**src/design/rpab_pkg.sv**
```systemverilog
// ----------------------------------------------------------------------------
// rpab_pkg
// Shared types and constants for the constant-alpha RGBA pixel blender.
// ----------------------------------------------------------------------------
package rpab_pkg;

  // channel layout: three color channels and alpha, one byte each
  localparam int unsigned NUM_CH = 4;
  localparam int unsigned CH_W   = 8;
  // src*gain + dst*factor, both products below 2^16
  localparam int unsigned SUM_W  = 2 * CH_W + 1;

  localparam logic [CH_W-1:0] ALPHA_MAX = 8'hFF;

  // configuration port
  localparam int unsigned APB_AW = 3;
  localparam int unsigned APB_DW = 32;
  localparam logic        REG_GLOBAL_ALPHA = 1'b0;
  localparam logic [CH_W-1:0] GLOBAL_ALPHA_RST = 8'hFF;

  typedef logic [CH_W-1:0] chan_t;

  // what the merge stage does with the lane results
  typedef enum logic [1:0] {
    MODE_PASS,
    MODE_CLEAR,
    MODE_MASK,
    MODE_BLEND
  } mode_e;

  // one lane's registered result
  typedef struct packed {
    logic [SUM_W-1:0] sum;
    chan_t            dst;
  } lane_res_t;

endpackage

```
**src/design/rpab_if.sv**
```systemverilog
// ----------------------------------------------------------------------------
// rpab_if
// Valid/ready channels carrying a source/destination pixel pair and a result.
// ----------------------------------------------------------------------------
interface rpab_in_if;
  logic       valid;
  logic       ready;
  logic [7:0] src_c0;
  logic [7:0] src_c1;
  logic [7:0] src_c2;
  logic [7:0] src_alpha;
  logic [7:0] dst_c0;
  logic [7:0] dst_c1;
  logic [7:0] dst_c2;
  logic [7:0] dst_alpha;

  modport source (
    output valid, src_c0, src_c1, src_c2, src_alpha,
           dst_c0, dst_c1, dst_c2, dst_alpha,
    input  ready
  );
  modport sink (
    input  valid, src_c0, src_c1, src_c2, src_alpha,
           dst_c0, dst_c1, dst_c2, dst_alpha,
    output ready
  );
endinterface

interface rpab_out_if;
  logic       valid;
  logic       ready;
  logic [7:0] out_c0;
  logic [7:0] out_c1;
  logic [7:0] out_c2;
  logic [7:0] out_alpha;

  modport source (
    output valid, out_c0, out_c1, out_c2, out_alpha,
    input  ready
  );
  modport sink (
    input  valid, out_c0, out_c1, out_c2, out_alpha,
    output ready
  );
endinterface

```
**src/design/rpab_lane.sv**
```systemverilog
// ----------------------------------------------------------------------------
// rpab_lane
// One channel lane: registered weighted sum src*gain + dst*factor.
// ----------------------------------------------------------------------------
module rpab_lane (
  input  logic               clk_i,
  input  logic               en_i,
  input  rpab_pkg::chan_t    src_i,
  input  rpab_pkg::chan_t    dst_i,
  input  rpab_pkg::chan_t    gain_i,
  input  rpab_pkg::chan_t    factor_i,
  output rpab_pkg::lane_res_t res_o
);
  import rpab_pkg::*;

  logic [2*CH_W-1:0] prod_src;
  logic [2*CH_W-1:0] prod_dst;
  logic [SUM_W-1:0]  sum_d;
  logic [SUM_W-1:0]  sum_q;
  chan_t             dst_q;

  // two byte products and their sum
  always_comb begin
    prod_src = src_i * gain_i;
    prod_dst = dst_i * factor_i;
    sum_d    = {1'b0, prod_src} + {1'b0, prod_dst};
  end

  // lane register, advances with the pipeline
  always_ff @(posedge clk_i) begin
    if (en_i) begin
      sum_q <= sum_d;
      dst_q <= dst_i;
    end
  end

  assign res_o.sum = sum_q;
  assign res_o.dst = dst_q;

endmodule

```
**src/design/rpab_merge.sv**
```systemverilog
// ----------------------------------------------------------------------------
// rpab_merge
// Combines the lane sums into the new pixel: scale, saturate and mode select.
// ----------------------------------------------------------------------------
module rpab_merge (
  input  rpab_pkg::lane_res_t res_i [rpab_pkg::NUM_CH],
  input  rpab_pkg::mode_e     mode_i,
  output rpab_pkg::chan_t     pix_o [rpab_pkg::NUM_CH]
);
  import rpab_pkg::*;

  logic [CH_W:0] scaled [NUM_CH];
  chan_t         sat    [NUM_CH];

  // drop the fraction and clamp at full scale
  always_comb begin
    for (int i = 0; i < NUM_CH; i++) begin
      scaled[i] = res_i[i].sum[SUM_W-1:CH_W];
      sat[i]    = scaled[i][CH_W] ? ALPHA_MAX : scaled[i][CH_W-1:0];
    end
  end

  // per-pixel mode select
  always_comb begin
    for (int i = 0; i < NUM_CH; i++) begin
      unique case (mode_i)
        MODE_PASS:  pix_o[i] = res_i[i].dst;
        MODE_CLEAR: pix_o[i] = '0;
        MODE_MASK:  pix_o[i] = sat[i];
        MODE_BLEND: pix_o[i] = sat[i];
        default:    pix_o[i] = res_i[i].dst;
      endcase
    end
  end

endmodule

```
**src/design/rgba_pixel_alpha_blend.sv**
```systemverilog
// ----------------------------------------------------------------------------
// rgba_pixel_alpha_blend
// Constant-alpha blend of an RGBA8888 source pixel onto a destination pixel.
// ----------------------------------------------------------------------------
// Usage:
//   in_i carries one source and one destination pixel per item, out_o the new
//   destination pixel. Both are valid/ready channels.
//   The APB port holds global_alpha at byte address 0 (reset 255):
//   0 leaves the destination as is, 255 scales the destination by the source
//   alpha (mask mode; a zero destination alpha passes), any other value mixes
//   both pixels with saturation. Write it only while no item is in flight.
// Timing:
//   three register stages (alpha complement, per-channel lanes, output
//   register), which each accepted item passes in that order.
//   One item per cycle is sustained while out_o.ready stays high; the four
//   channel lanes and the single complement multiplier are fully pipelined.
// Reset and stall:
//   reset empties the pipeline and restores global_alpha to 255.
//   When out_o.ready is low with a result waiting, the whole pipeline holds
//   and in_i.ready drops; up to three items sit in the block meanwhile.
// ----------------------------------------------------------------------------
module rgba_pixel_alpha_blend (
  input  logic                         clk_i,
  input  logic                         rst_ni,
  rpab_in_if.sink                      in_i,
  rpab_out_if.source                   out_o,
  input  logic                         psel,
  input  logic                         penable,
  input  logic                         pwrite,
  input  logic [rpab_pkg::APB_AW-1:0]  paddr,
  input  logic [rpab_pkg::APB_DW-1:0]  pwdata,
  output logic [rpab_pkg::APB_DW-1:0]  prdata,
  output logic                         pready
);
  import rpab_pkg::*;

  logic          en;
  logic          reg_wr;
  logic          reg_hit;
  chan_t         global_d, global_q;

  chan_t         in_src [NUM_CH];
  chan_t         in_dst [NUM_CH];
  logic [2*CH_W-1:0] comp_prod;
  mode_e         mode_d;
  chan_t         gain_d, factor_d;

  logic          s1_vld_q, s2_vld_q, out_vld_q;
  chan_t         s1_src_q [NUM_CH];
  chan_t         s1_dst_q [NUM_CH];
  chan_t         s1_gain_q, s1_factor_q;
  mode_e         s1_mode_q, s2_mode_q;

  lane_res_t     lane_res [NUM_CH];
  chan_t         merge_pix [NUM_CH];
  chan_t         out_pix_q [NUM_CH];

  // configuration register
  assign reg_hit = (paddr[2] == REG_GLOBAL_ALPHA);
  assign reg_wr  = psel && penable && pwrite && pready && reg_hit;
  assign pready  = 1'b1;
  assign prdata  = reg_hit ? {{(APB_DW-CH_W){1'b0}}, global_q} : '0;
  assign global_d = reg_wr ? pwdata[CH_W-1:0] : global_q;

  always_ff @(posedge clk_i or negedge rst_ni) begin
    if (!rst_ni) begin
      global_q <= GLOBAL_ALPHA_RST;
    end else begin
      global_q <= global_d;
    end
  end

  // pipeline advances unless a result is stuck at the output
  assign en         = !out_vld_q || out_o.ready;
  assign in_i.ready = en;

  assign in_src[0] = in_i.src_c0;
  assign in_src[1] = in_i.src_c1;
  assign in_src[2] = in_i.src_c2;
  assign in_src[3] = in_i.src_alpha;
  assign in_dst[0] = in_i.dst_c0;
  assign in_dst[1] = in_i.dst_c1;
  assign in_dst[2] = in_i.dst_c2;
  assign in_dst[3] = in_i.dst_alpha;

  // mode decode and lane weights
  always_comb begin
    comp_prod = (ALPHA_MAX - in_i.src_alpha) * global_q;
    priority if (global_q == '0) begin
      mode_d = MODE_PASS;
    end else if (global_q == ALPHA_MAX && in_i.dst_alpha == '0) begin
      mode_d = MODE_PASS;
    end else if (global_q == ALPHA_MAX && in_i.src_alpha == '0) begin
      mode_d = MODE_CLEAR;
    end else if (global_q == ALPHA_MAX) begin
      mode_d = MODE_MASK;
    end else begin
      mode_d = MODE_BLEND;
    end
    if (mode_d == MODE_MASK) begin
      gain_d   = '0;
      factor_d = in_i.src_alpha;
    end else begin
      gain_d   = global_q;
      factor_d = comp_prod[2*CH_W-1:CH_W];
    end
  end

  // valid chain
  always_ff @(posedge clk_i or negedge rst_ni) begin
    if (!rst_ni) begin
      s1_vld_q  <= 1'b0;
      s2_vld_q  <= 1'b0;
      out_vld_q <= 1'b0;
    end else if (en) begin
      s1_vld_q  <= in_i.valid;
      s2_vld_q  <= s1_vld_q;
      out_vld_q <= s2_vld_q;
    end
  end

  // stage 1 payload, stage 2 mode and output pixel register
  always_ff @(posedge clk_i) begin
    if (en) begin
      s1_src_q    <= in_src;
      s1_dst_q    <= in_dst;
      s1_gain_q   <= gain_d;
      s1_factor_q <= factor_d;
      s1_mode_q   <= mode_d;
      s2_mode_q   <= s1_mode_q;
      out_pix_q   <= merge_pix;
    end
  end

  // channel lanes
  for (genvar g = 0; g < NUM_CH; g++) begin : g_lane
    rpab_lane u_lane (
      .clk_i    (clk_i),
      .en_i     (en),
      .src_i    (s1_src_q[g]),
      .dst_i    (s1_dst_q[g]),
      .gain_i   (s1_gain_q),
      .factor_i (s1_factor_q),
      .res_o    (lane_res[g])
    );
  end

  // merge lanes into the new pixel
  rpab_merge u_merge (
    .res_i  (lane_res),
    .mode_i (s2_mode_q),
    .pix_o  (merge_pix)
  );

  assign out_o.valid     = out_vld_q;
  assign out_o.out_c0    = out_pix_q[0];
  assign out_o.out_c1    = out_pix_q[1];
  assign out_o.out_c2    = out_pix_q[2];
  assign out_o.out_alpha = out_pix_q[3];

  // cleared pixel leaves the merge stage as all zeros
  a_clear_zero: assert property (@(posedge clk_i) disable iff (!rst_ni)
    (s2_vld_q && en && s2_mode_q == MODE_CLEAR) |=>
      (out_o.out_c0 == '0 && out_o.out_c1 == '0 &&
       out_o.out_c2 == '0 && out_o.out_alpha == '0))
    else $error("cleared pixel not zero");

  // pass mode returns the destination's channel 0 and alpha
  a_pass_dst: assert property (@(posedge clk_i) disable iff (!rst_ni)
    (s2_vld_q && en && s2_mode_q == MODE_PASS) |=>
      (out_o.out_c0 == $past(lane_res[0].dst) &&
       out_o.out_alpha == $past(lane_res[3].dst)))
    else $error("pass mode altered destination");

  // register write takes the low byte
  a_cfg_write: assert property (@(posedge clk_i) disable iff (!rst_ni)
    reg_wr |=> (global_q == $past(pwdata[CH_W-1:0])))
    else $error("global alpha write lost");

  // stall holds the valid chain with the output result still waiting
  a_stall_hold: assert property (@(posedge clk_i) disable iff (!rst_ni)
    !en |=> ($stable(s1_vld_q) && $stable(s2_vld_q) && out_vld_q))
    else $error("pipeline moved during stall");

endmodule
```
**src/flat_wrapper.sv**
```systemverilog
// flat-port wrapper written by rule: the top's interface ports become plain ports
module rgba_pixel_alpha_blend_flat import rpab_pkg::*;
  (clk_i, rst_ni, psel, penable, pwrite, paddr, pwdata, prdata, pready, in_i_valid, in_i_src_c0, in_i_src_c1, in_i_src_c2, in_i_src_alpha, in_i_dst_c0, in_i_dst_c1, in_i_dst_c2, in_i_dst_alpha, in_i_ready, out_o_valid, out_o_out_c0, out_o_out_c1, out_o_out_c2, out_o_out_alpha, out_o_ready);
  rpab_in_if in_i_i ();
  rpab_out_if out_o_i ();
  input  logic clk_i;
  input  logic rst_ni;
  input  logic psel;
  input  logic penable;
  input  logic pwrite;
  input  logic [rpab_pkg::APB_AW-1:0] paddr;
  input  logic [rpab_pkg::APB_DW-1:0] pwdata;
  output logic [rpab_pkg::APB_DW-1:0] prdata;
  output logic pready;
  input wire logic [$bits(in_i_i.valid)-1:0] in_i_valid;
  input wire logic [$bits(in_i_i.src_c0)-1:0] in_i_src_c0;
  input wire logic [$bits(in_i_i.src_c1)-1:0] in_i_src_c1;
  input wire logic [$bits(in_i_i.src_c2)-1:0] in_i_src_c2;
  input wire logic [$bits(in_i_i.src_alpha)-1:0] in_i_src_alpha;
  input wire logic [$bits(in_i_i.dst_c0)-1:0] in_i_dst_c0;
  input wire logic [$bits(in_i_i.dst_c1)-1:0] in_i_dst_c1;
  input wire logic [$bits(in_i_i.dst_c2)-1:0] in_i_dst_c2;
  input wire logic [$bits(in_i_i.dst_alpha)-1:0] in_i_dst_alpha;
  output wire logic [$bits(in_i_i.ready)-1:0] in_i_ready;
  output wire logic [$bits(out_o_i.valid)-1:0] out_o_valid;
  output wire logic [$bits(out_o_i.out_c0)-1:0] out_o_out_c0;
  output wire logic [$bits(out_o_i.out_c1)-1:0] out_o_out_c1;
  output wire logic [$bits(out_o_i.out_c2)-1:0] out_o_out_c2;
  output wire logic [$bits(out_o_i.out_alpha)-1:0] out_o_out_alpha;
  input wire logic [$bits(out_o_i.ready)-1:0] out_o_ready;
  assign in_i_i.valid = in_i_valid;
  assign in_i_i.src_c0 = in_i_src_c0;
  assign in_i_i.src_c1 = in_i_src_c1;
  assign in_i_i.src_c2 = in_i_src_c2;
  assign in_i_i.src_alpha = in_i_src_alpha;
  assign in_i_i.dst_c0 = in_i_dst_c0;
  assign in_i_i.dst_c1 = in_i_dst_c1;
  assign in_i_i.dst_c2 = in_i_dst_c2;
  assign in_i_i.dst_alpha = in_i_dst_alpha;
  assign in_i_ready = in_i_i.ready;
  assign out_o_valid = out_o_i.valid;
  assign out_o_out_c0 = out_o_i.out_c0;
  assign out_o_out_c1 = out_o_i.out_c1;
  assign out_o_out_c2 = out_o_i.out_c2;
  assign out_o_out_alpha = out_o_i.out_alpha;
  assign out_o_i.ready = out_o_ready;
  rgba_pixel_alpha_blend u_core (.clk_i(clk_i), .rst_ni(rst_ni), .in_i(in_i_i), .out_o(out_o_i), .psel(psel), .penable(penable), .pwrite(pwrite), .paddr(paddr), .pwdata(pwdata), .prdata(prdata), .pready(pready));
endmodule
```
**config.mk**
```make
export PLATFORM = sky130hd
export DESIGN_NAME = rgba_pixel_alpha_blend_flat
export DESIGN_NICKNAME = d
export VERILOG_FILES = /design/src/design/rpab_pkg.sv /design/src/design/rpab_if.sv /design/src/design/rpab_lane.sv /design/src/design/rpab_merge.sv /design/src/design/rgba_pixel_alpha_blend.sv /design/src/flat_wrapper.sv
export SDC_FILE = /design/constraint.sdc
export NUM_CORES = 1
export LEC_CHECK = 0
export ABC_AREA = 1
export BUFFER_PORTS_ARGS = -buffer_cell sky130_fd_sc_hd__buf_4
export CELL_PAD_IN_SITES_DETAIL_PLACEMENT = 0
export CELL_PAD_IN_SITES_GLOBAL_PLACEMENT = 2
export CORE_MARGIN = 4
export CORE_UTILIZATION = 36
export CTS_CLUSTER_SIZE = 24
export DETAILED_ROUTE_END_ITERATION = 8
export PLACE_DENSITY_LB_ADDON = 0.08
export SYNTH_ARGS = -nofsm -noshare
export SYNTH_HDL_FRONTEND = slang
export SYNTH_HIERARCHICAL = 1
export SYNTH_SLANG_ARGS = --single-unit
```
**constraint.sdc**
```tcl
create_clock -name clk_i -period 5.3 [get_ports clk_i]
set_input_delay 0.53 -clock clk_i [delete_from_list [all_inputs] [get_ports clk_i]]
set_output_delay 0.53 -clock clk_i [all_outputs]
set_load 0.05 [all_outputs]
```
=== Word level (Yosys, flattened, before mapping) ===
Cells that the tools add are included.

* Logic and storage cells: 74
* Memories kept: 0
* Output and inout bits: 67
* ROM bits: 0
* Latch bits: 0
* Memory bits (writable): 0
* Bits of input ports: 106
* Flip-flop bits (word level): 227

* $lt $le $gt $ge: 0
* Div/mod/pow operators: 0
* $add $sub $neg: 5
* Bitwise logic cells: 1
* Shifts and indexed selects: 0
* Mux-type cells: 14
* Multiply operators: 9
* Reduce and logical (&&, ||, !) cells: 12
* Equal/unequal tests: 5

{| class="wikitable"
|+ Operators with widths
! operator !! count
|-
| $mul 8x8->16 || 8
|-
| $pmux 8 s3 || 4
|-
| $add 16x16->17 || 4
|-
| $mux 8 || 6
|-
| $logic_not 8->1 || 3
|-
| $mul 16x8->16 || 1
|-
| $sub 8x8->9 const A || 1
|-
| $eq 8x8->1 const B || 1
|-
| $eq 2x2->1 const B || 3
|-
| $mux 2 || 3
|-
| $logic_and 1x1->1 || 5
|-
| $eq 2x1->1 const B || 1
|-
| $logic_not 2->1 || 1
|-
| $reduce_or 2->1 || 1
|-
| $logic_not 1->1 || 1
|-
| $logic_or 1x1->1 || 1
|-
| $mux 1 || 1
|-
| $not 1->1 || 1
|}

=== Logic depth before layout (Yosys ltp) ===
Gate-level depths: netlist of run 1.

* Word-level depth: 7
* Depth in mapped cells: 24
* Gate-level depth less buffers: 23

=== Modules after synthesis ===
Netlist of run 1, hierarchy kept.

{| class="wikitable"
|+ By module, submodules not included
! module !! times used !! area each (um^2) !! cells each !! sequential area each (um^2)
|-
| rpab_lane at u_core.g_lane[0].u_lane ... || 2 || 5545.3 || 703 || 750.7
|-
| rpab_lane at u_core.g_lane[1].u_lane ... || 2 || 5532.8 || 701 || 750.7
|-
| rgba_pixel_alpha_blend || 1 || 6467.5 || 533 || 3768.6
|-
| rpab_merge || 1 || 480.5 || 103 || 0.0
|}

=== Least setup slack after synthesis of run 1 ===
No wires, ideal clock.

* Path kind: reg2reg
* Start: reg u_core.out_vld_q, in the netlist u_core/out_o.valid
* End: reg u_core.s1_vld_q
* Stages on the path, launching flop included: 3
* Data required time: 5.209 ns
* Setup slack: -1.114 ns
* Buffers on the path: 0
* Setup time: 0.091 ns
* Clock period less this slack: 6.414 ns
* Data arrival time: 6.323 ns
* Cells stage by stage: dfrtp_1 nand2_1 mux2_2

* Word-level cells in the longest chain between the ends: 2

{| class="wikitable"
|+ Ends and longest elaborated chain
! item !! line !! source
|-
| start, declared || rgba_pixel_alpha_blend.sv:48 || <nowiki>logic s1_vld_q, s2_vld_q, out_vld_q;</nowiki>
|-
| start signal, assigned || rgba_pixel_alpha_blend.sv:118 || <nowiki>out_vld_q <= s2_vld_q;</nowiki>
|-
| $logic_not 1->1 || rgba_pixel_alpha_blend.sv:74 || <nowiki>assign en = !out_vld_q || out_o.ready;</nowiki>
|-
| $logic_or 1x1->1 || rgba_pixel_alpha_blend.sv:74 ||
|-
| via in_i_ready || flat_wrapper.sv:24 || <nowiki>output wire logic [$bits(in_i_i.ready)-1:0] in_i_ready;</nowiki>
|-
| end signal, assigned || rgba_pixel_alpha_blend.sv:116 || <nowiki>s1_vld_q <= in_i.valid;</nowiki>
|-
| end, declared || rgba_pixel_alpha_blend.sv:48 ||
|}

The timed path passes the listed nets, and every way through them passes these cells.
A chain may end at the register's enable or synchronous reset.

=== Worst setup path in the final report of run 1 ===
* Start: reg u_core.s1_factor_q[2]
* End: reg u_core.g_lane[2].u_lane.sum_q[15], data pin

* Word-level cells in the longest chain between the ends: 2

{| class="wikitable"
|+ Ends and longest elaborated chain
! item !! line !! source
|-
| start, declared || rgba_pixel_alpha_blend.sv:51 || <nowiki>chan_t s1_gain_q, s1_factor_q;</nowiki>
|-
| start signal, assigned || rgba_pixel_alpha_blend.sv:128 || <nowiki>s1_factor_q <= factor_d;</nowiki>
|-
| $mul 8x8->16 || rpab_lane.sv:25 || <nowiki>prod_dst = dst_i * factor_i;</nowiki>
|-
| $add 16x16->17 || rpab_lane.sv:26 || <nowiki>sum_d = {1'b0, prod_src} + {1'b0, prod_dst};</nowiki>
|-
| via u_core.g_lane[2].u_lane.sum_d[15] || rpab_lane.sv:18 || <nowiki>logic [SUM_W-1:0] sum_d;</nowiki>
|-
| end signal, assigned || rpab_lane.sv:32 || <nowiki>sum_q <= sum_d;</nowiki>
|-
| end, declared || rpab_lane.sv:19 || <nowiki>logic [SUM_W-1:0] sum_q;</nowiki>
|}

The timed path passes the listed nets, and every way through them passes these cells.

==> metrics.md, run 1 <==
| Metric | Value |
|---|---|
| Htree depth | `4` |
| CP Max Fanout | `9` |
| Worst r2r dst | `u_core/g_lane[2].u_lane/sum_q[15]` |
| GP Congestion | `slightly above 0.8` |
| Worst Hold Slack | `0.184 ns` |
| Die outline area | `about 80000 sq um` |
| End-of-flow core utilization | `0.415` |
| Slew margin rel. | `0.550` |
| Mapped Cells | `3396` |
| Worst min-delay path category | `in2reg` |
| Tcrit/Tclk final | `0.975` |
| Largest net degree at the start of global routing | `approximately 110` |
| Nets | `~4400` |
| Total CTS buffers | `17` |
| Reg clk slew, reported paths | `roughly 0.090 ns` |
| Vias | `20400` |
| Syn avg cell area | `between 8 and 9 sq um` |
| Clk_lat worst skew | `a little over 0.5 ns` |
| WL/cell | `roughly 16 microns` |
| Ys Warns | `6` |
| Worst Tran Pin Value | `a little under 0.7 ns` |
| Flop-to-flop setup slack | `about 0.13 ns` |
| Slew Viols, Final | `0` |
| Drt first pass iters | `5` |
| Maximum capacitance violations | `0` |
| RSZ-0062 raised after global routing | `true` |
| HPWL Detailed | `61.4 mm` |
| Overall Global Routing Usage | `0.187` |
| Core Box Area | `a little under 80000 sq um` |
| Vias per cell | `4.42` |
| Shortest period the worst path allows | `5.17 ns` |
| Number of diodes | `0` |
| # IOs | `173` |
| Worst hold start | `in_i_src_c2[2]` |
| ANT nets after route | `0` |
| Hold depth | `1` |
| Die height | `287 microns` |
| First-pass GRT wire length | `around 120 mm` |
| Fmax | `0.194 GHz` |
| Clock sink count | `195` |
| Remaining global-route overflow | `0` |
| Final hold viol count | `0` |
| Crit end category | `flip-flop` |
| Clk_skew | `0.0229 ns` |
| Share of post-route cells with drive strength above 1 | `0.130` |
| Drt total wl | `75.0 mm` |
| Initial drt markers | `935` |
| Layout area overhead | `14.7%` |
| Port bufs | `121` |
| CTS tree | `done` |
| Cells on worst reg2reg path | `21` |
| Cell Rows | `102` |
| Initial antenna violation count | `1` |
| Reg2reg start | `u_core/s1_factor_q[2]` |
| Status | `completed` |
| CP required | `around 5.6 ns` |
| Die Width | `287 microns` |
| Post-detailed-route DRC marker count | `0` |
| Longest Clk Path Bufs | `2` |
| Vias in the first global route | `between 20000 and 25000` |
| Mapped Area | `between 20000 and 30000 sq um` |
| Final setup violation count | `0` |
| Crit Path Class | `reg2reg` |
| Initial Utilization | `0.362` |
| WP data arrival | `about 5.4 ns` |
| Clk root buf | `clkbuf_16` |
| Hold Path End | `u_core/s1_src_q[10]` |
| Critical path launch point type | `flip-flop` |
routing by layer:
layer,vias to the layer above,part of all wire,routed length (microns),track usage
met3,63,0.034,2580,0.0236
met5,-,0,0,0
li1,9975,-,-,-
met4,0,0.021,1590,0.0500
met1,10000,0.45,34000,0.250
met2,306,0.49,36800,0.322
state kept, by name (all words and copies together), names as in the netlist:
register	cells
u_core/s1_gain_q	8
u_core/s2_vld_q	1
u_core/out_o.out_alpha	8
u_core/g_lane.u_lane/sum_q	36
u_core/out_o.out_c0	8
u_core/out_o.out_c2	8
u_core/g_lane.u_lane/dst_q	32
u_core/s1_factor_q	8
u_core/s1_mode_q	2
u_core/s2_mode_q	2
u_core/s1_vld_q	1
u_core/global_q	8
u_core/s1_src_q	32
u_core/s1_dst_q	32
u_core/out_o.valid	1
u_core/out_o.out_c1	8
how the worst max path moves through the flow:
| stage | to | slack [ns] | start | cells after the start |
|---|---|---|---|---|
| final | u_core/g_lane[2].u_lane/sum_q[15] | 0.13 | u_core/s1_factor_q[2] | 21 |
| after global routing | u_core/g_lane[2].u_lane/sum_q[15] | -0.09 | u_core/s1_factor_q[4] | 22 |
| after CTS | u_core/g_lane[2].u_lane/sum_q[15] | 0.01 | u_core/s1_gain_q[4] | 23 |
| after detailed placement | u_core/g_lane[2].u_lane/sum_q[16] | -0.02 | u_core/s1_gain_q[4] | 23 |
| after global placement | u_core/g_lane[2].u_lane/sum_q[16] | 0.004 | u_core/s1_gain_q[4] | 23 |
| after floorplan | u_core/g_lane[0].u_lane/sum_q[16] | 0.26 | u_core/s1_factor_q[7] | 20 |
placed cells by master, fill, tap and decap left out, types with 4 or more instances in the layout:
cell type and count:
a21oi_1 30, a21oi_2 15, buf_12 19, buf_4 248, buf_6 12, clkbuf_16 21
clkinv_1 5, conb_1 25, dfstp_2 8, edfxtp_1 184, fa_1 422, ha_1 271
ha_4 20, inv_1 1018, inv_2 23, nand2_1 878, nand2_2 46, nand2_4 4
nand3_1 54, nand3_2 8, nand4_1 12, nor2_1 123, nor2_2 5, nor3_1 4
nor3_2 8, o21ai_0 33, o21ai_1 11, or2_0 4, xnor2_1 14, xor2_1 4
layout make-up:
type / count / area [sq um]
Fill cell: 8000 / 45200
Multi-Input combinational cell: 2011 / 18000
Sequential cell: 195 / 5810
Inverter: 1046 / 3930
Timing Repair Buffer: 284 / 2480
Tap cell: 1040 / 1300
Clock buffer: 20 / 468
Clock inverter: 12 / 111
per-stage QoR:
step                instance area (sq um)  cells  setup TNS [ns]  worst slack [ns]
floorplan                           28100   3419               0             0.263
global placement                    30700   4544               0           0.00437
detailed placement                  30700   4544         -0.0247           -0.0182
CTS                                 31300   4578               0            0.0109
global route                        32100   4608          -0.516           -0.0908
finish                              32100   4608               0             0.133
timing repair:
action                     in CTS  in global routing
hold buffers                    1                  0
hold endpoints to repair       11                  0
setup endpoints to repair       3                 34
pin swaps                       0                 51
buffers inserted                1                 27
gates cloned                    0                  3
gates resized for setup         1                113
critical path, cell delays in order (launching register included):
cell	delay, ns
edfxtp_1	0.41
buf_12	0.17
buf_12	0.14
buf_4	0.14
nand2_1	0.05
inv_1	0.06
fa_1	0.52
fa_1	0.60
fa_1	0.44
fa_1	0.46
fa_1	0.50
inv_1	0.05
fa_1	0.47
inv_1	0.06
ha_4	0.28
nand2_1	0.07
inv_1	0.08
nand2_2	0.07
nor3_2	0.14
nand2_1	0.10
nand3_1	0.07
nand2_1	0.05
Power of run 1 is left out: the tool's default activity adds up to more than one toggle a clock period on the data nets, which glitch-free logic cannot reach.
==> run 2: changes to the inputs <==
- ABC_AREA: 1 -> not set
- CORE_UTILIZATION: 36 -> 38
==> run 2 against run 1 <==
Effect of this change:
- the flow now finishes with violations (setup timing)
- setup slack worse by 0.33 ns
- sequential share of layout area down 0.18 points
- critical path depth down 2
- first-iteration DRC count down 6.4%
- area after synthesis down 5.4%
- register-to-register slack worse by 0.33 ns
- non-clock buffer count up 151
- highest routed layer unchanged
==> metrics.md, run 2 <==
| Metric | Value |
|---|---|
| Slew margin rel. | `0.316 (was 0.550)` |
| Tcrit/Tclk final | `1.04 (was 0.975)` |
| Hold depth | `1 (unchanged)` |
| Reg clk slew, reported paths | `0.09 ns (about the same)` |
| Worst Setup EP | `u_core/g_lane[0].u_lane/sum_q[12] (was u_core/g_lane[2].u_lane/sum_q[15])` |
| Post-detailed-route DRC marker count | `0 (unchanged)` |
| Vias per cell | `4.71 (was 4.42)` |
| Syn avg cell area | `10.4 sq um (was 8.25 sq um)` |
| Nets | `3796 (was 4379)` |
| GP Congestion | `0.823 (was 0.807)` |
| Max layer used | `met4 (unchanged)` |
| Met2 routed WL | `32.7 mm (was 36.8 mm)` |
| Maximum capacitance violations | `0 (unchanged)` |
| Vias in the first global route | `19900 (was 21300)` |
| WP data arrival | `5.73 ns (was 5.43 ns)` |
| Shortest period the worst path allows | `5.50 ns (was 5.17 ns)` |
| Cells on worst reg2reg path | `19 (was 21)` |
| Htree depth | `4 (unchanged)` |
| Clk_skew | `0.0210 ns (was 0.0229 ns)` |
| Initial antenna violation count | `0 (was 1)` |
| Die Width | `272 microns (was 287 microns)` |
| Mapped Area | `26500 sq um (was 28000 sq um)` |
| CP Max Fanout | `7 (was 9)` |
| Clk_lat worst skew | `0.50 ns (was 0.51 ns)` |
| HPWL Detailed | `57.7 mm (was 61.4 mm)` |
| Die height | `272 microns (was 287 microns)` |
| Number of flip-flops under the largest register name | `36 (unchanged)` |
| Worst Tran Pin Value | `1.03 ns (was 0.675 ns)` |
| Most common cell after layout, fill and taps aside | `inv_1 (unchanged)` |
| Drt total wl | `70.4 mm (was 75.0 mm)` |
| Final WS setup | `-0.198 ns (was 0.133 ns)` |
| Top reg by flops | `u_core/g_lane.u_lane/sum_q (unchanged)` |
| Flop-to-flop setup slack | `-0.20 ns (was 0.13 ns)` |
| Routed met1 length | `34.2 mm (was 34.0 mm)` |
| ANT nets after route | `0 (unchanged)` |
| Core Box Area | `68800 sq um (was 77300 sq um)` |
| Total negative slack | `-2.07 ns (was 0 ns)` |
| Die outline area | `74000 sq um (was 82300 sq um)` |
| Cell Rows | `96 (was 102)` |
| Crit end category | `flip-flop (unchanged)` |
| Vias | `18400 (was 20400)` |
| Clock sink count | `195 (unchanged)` |
| Worst r2r dst | `u_core/g_lane[0].u_lane/sum_q[12] (was u_core/g_lane[2].u_lane/sum_q[15])` |
| # IOs | `173 (unchanged)` |
| Largest net degree at the start of global routing | `78 (was 107)` |
| Crit Path Class | `reg2reg (unchanged)` |
| Reg2reg start | `u_core/s1_factor_q[2] (unchanged)` |
| Status | `finished with violations (was completed)` |
| Drt first pass iters | `5 (unchanged)` |
| WL/cell | `18.0 microns (was 16.3 microns)` |
| Failing checks | `setup timing` |
| Critical path launch point type | `flip-flop (unchanged)` |
| Fmax | `0.182 GHz (was 0.194 GHz)` |
| CP startpoint | `u_core/s1_factor_q[2] (unchanged)` |
| Most frequent cells in the layout | `556 x inv_1, 411 x fa_1, 384 x buf_4 (was 1018 x inv_1, 878 x nand2_1, 422 x fa_1)` |
| CTS tree | `done (unchanged)` |
| RSZ-0062 raised after global routing | `true (unchanged)` |
| Layout area overhead | `22.5% (was 14.7%)` |
| Final hold viol count | `0 (unchanged)` |
| Routed wl met3 | `2.51 mm (was 2.58 mm)` |
| Fillers | `6521 (was 8000)` |
| Ys Warns | `6 (unchanged)` |
| First-pass GRT wire length | `114 mm (was 118 mm)` |
| Port bufs | `121 (unchanged)` |
| Longest Clk Path Bufs | `2 (unchanged)` |
| Initial Utilization | `0.385 (was 0.362)` |
| Clk root buf | `clkbuf_16 (unchanged)` |
| Share of post-route cells with drive strength above 1 | `0.218 (was 0.130)` |
| Remaining global-route overflow | `0 (unchanged)` |
| Mapped Cells | `2547 (was 3396)` |
| Worst min-delay path category | `in2reg (unchanged)` |
| Initial drt markers | `875 (was 935)` |
| CP required | `5.54 ns (was 5.57 ns)` |
| Slew Viols, Final | `0 (unchanged)` |
| Overall Global Routing Usage | `0.198 (was 0.187)` |
| Total CTS buffers | `17 (unchanged)` |
| Final setup violation count | `23 (was 0)` |
## run 2: area by class of cell
class / count / area (sq um) / area share
Timing Repair Buffer: 435 / 3590 / 0.111
Multi-Input combinational cell: 1746 / 19100 / 0.587
Inverter: 577 / 2170 / 0.0667
Tap cell: 931 / 1160 / 0.0359
Clock inverter: 15 / 236 / 0.00729
Clock buffer: 17 / 425 / 0.0131
Sequential cell: 195 / 5810 / 0.179
Antenna cell: 1 / 2.50 / 0.0000771
## run 2: worst max-delay path, stage by stage, from the launching register on
cell	delay (ns)
edfxtp_1	0.43
buf_6	0.17
and2_4	0.14
fa_1	0.52
inv_1	0.05
fa_1	0.49
inv_2	0.04
fa_1	0.46
fa_1	0.50
fa_1	0.50
inv_1	0.05
fa_1	0.49
inv_2	0.05
ha_4	0.23
and3_4	0.16
a221oi_4	0.30
buf_4	0.17
o211ai_1	0.18
a21oi_1	0.23
xnor2_1	0.10
## run 2: how the worst min path moves through the flow
stage                              start                  end  slack [ns]
final                     in_i_dst_c2[0]   u_core/s1_dst_q[8]        0.20
after global routing      in_i_src_c2[6]  u_core/s1_src_q[14]        0.16
after CTS                 in_i_dst_c2[0]   u_core/s1_dst_q[8]        0.14
after detailed placement          rst_ni   u_core/out_o.valid        0.37
after global placement            rst_ni      u_core/s1_vld_q        0.37
after floorplan                   rst_ni   u_core/out_o.valid        0.23
## run 2: per-stage QoR
step	instance area (sq um)	std cells	hold WS [ns]	util	setup slack (ns)
detailed placement	30600	3836	0.372	0.444	-0.300
finish	32400	3917	0.199	0.471	-0.198
CTS	31800	3888	0.142	0.463	-0.232
global route	32400	3916	0.160	0.471	-0.369
global placement	30600	3836	0.366	0.444	-0.318
floorplan	26800	2570	0.234	-	-0.272
## run 2: metal layers
layer,track usage,up-vias
met4,0.0399,0
met3,0.0239,41
met5,0,-
li1,-,8742
met1,0.292,9349
met2,0.318,299
## run 2: timing repair
action | 4_1_cts | 5_1_grt
endpoints found under the hold margin | 3 | 0
pin swaps | 46 | 79
endpoints found under the setup margin | 31 | 36
setup buffers | 20 | 31
cloned | 0 | 2
hold buffers | 1 | 0
gates resized for setup | 96 | 95
Power of run 2 is left out for the same reason.
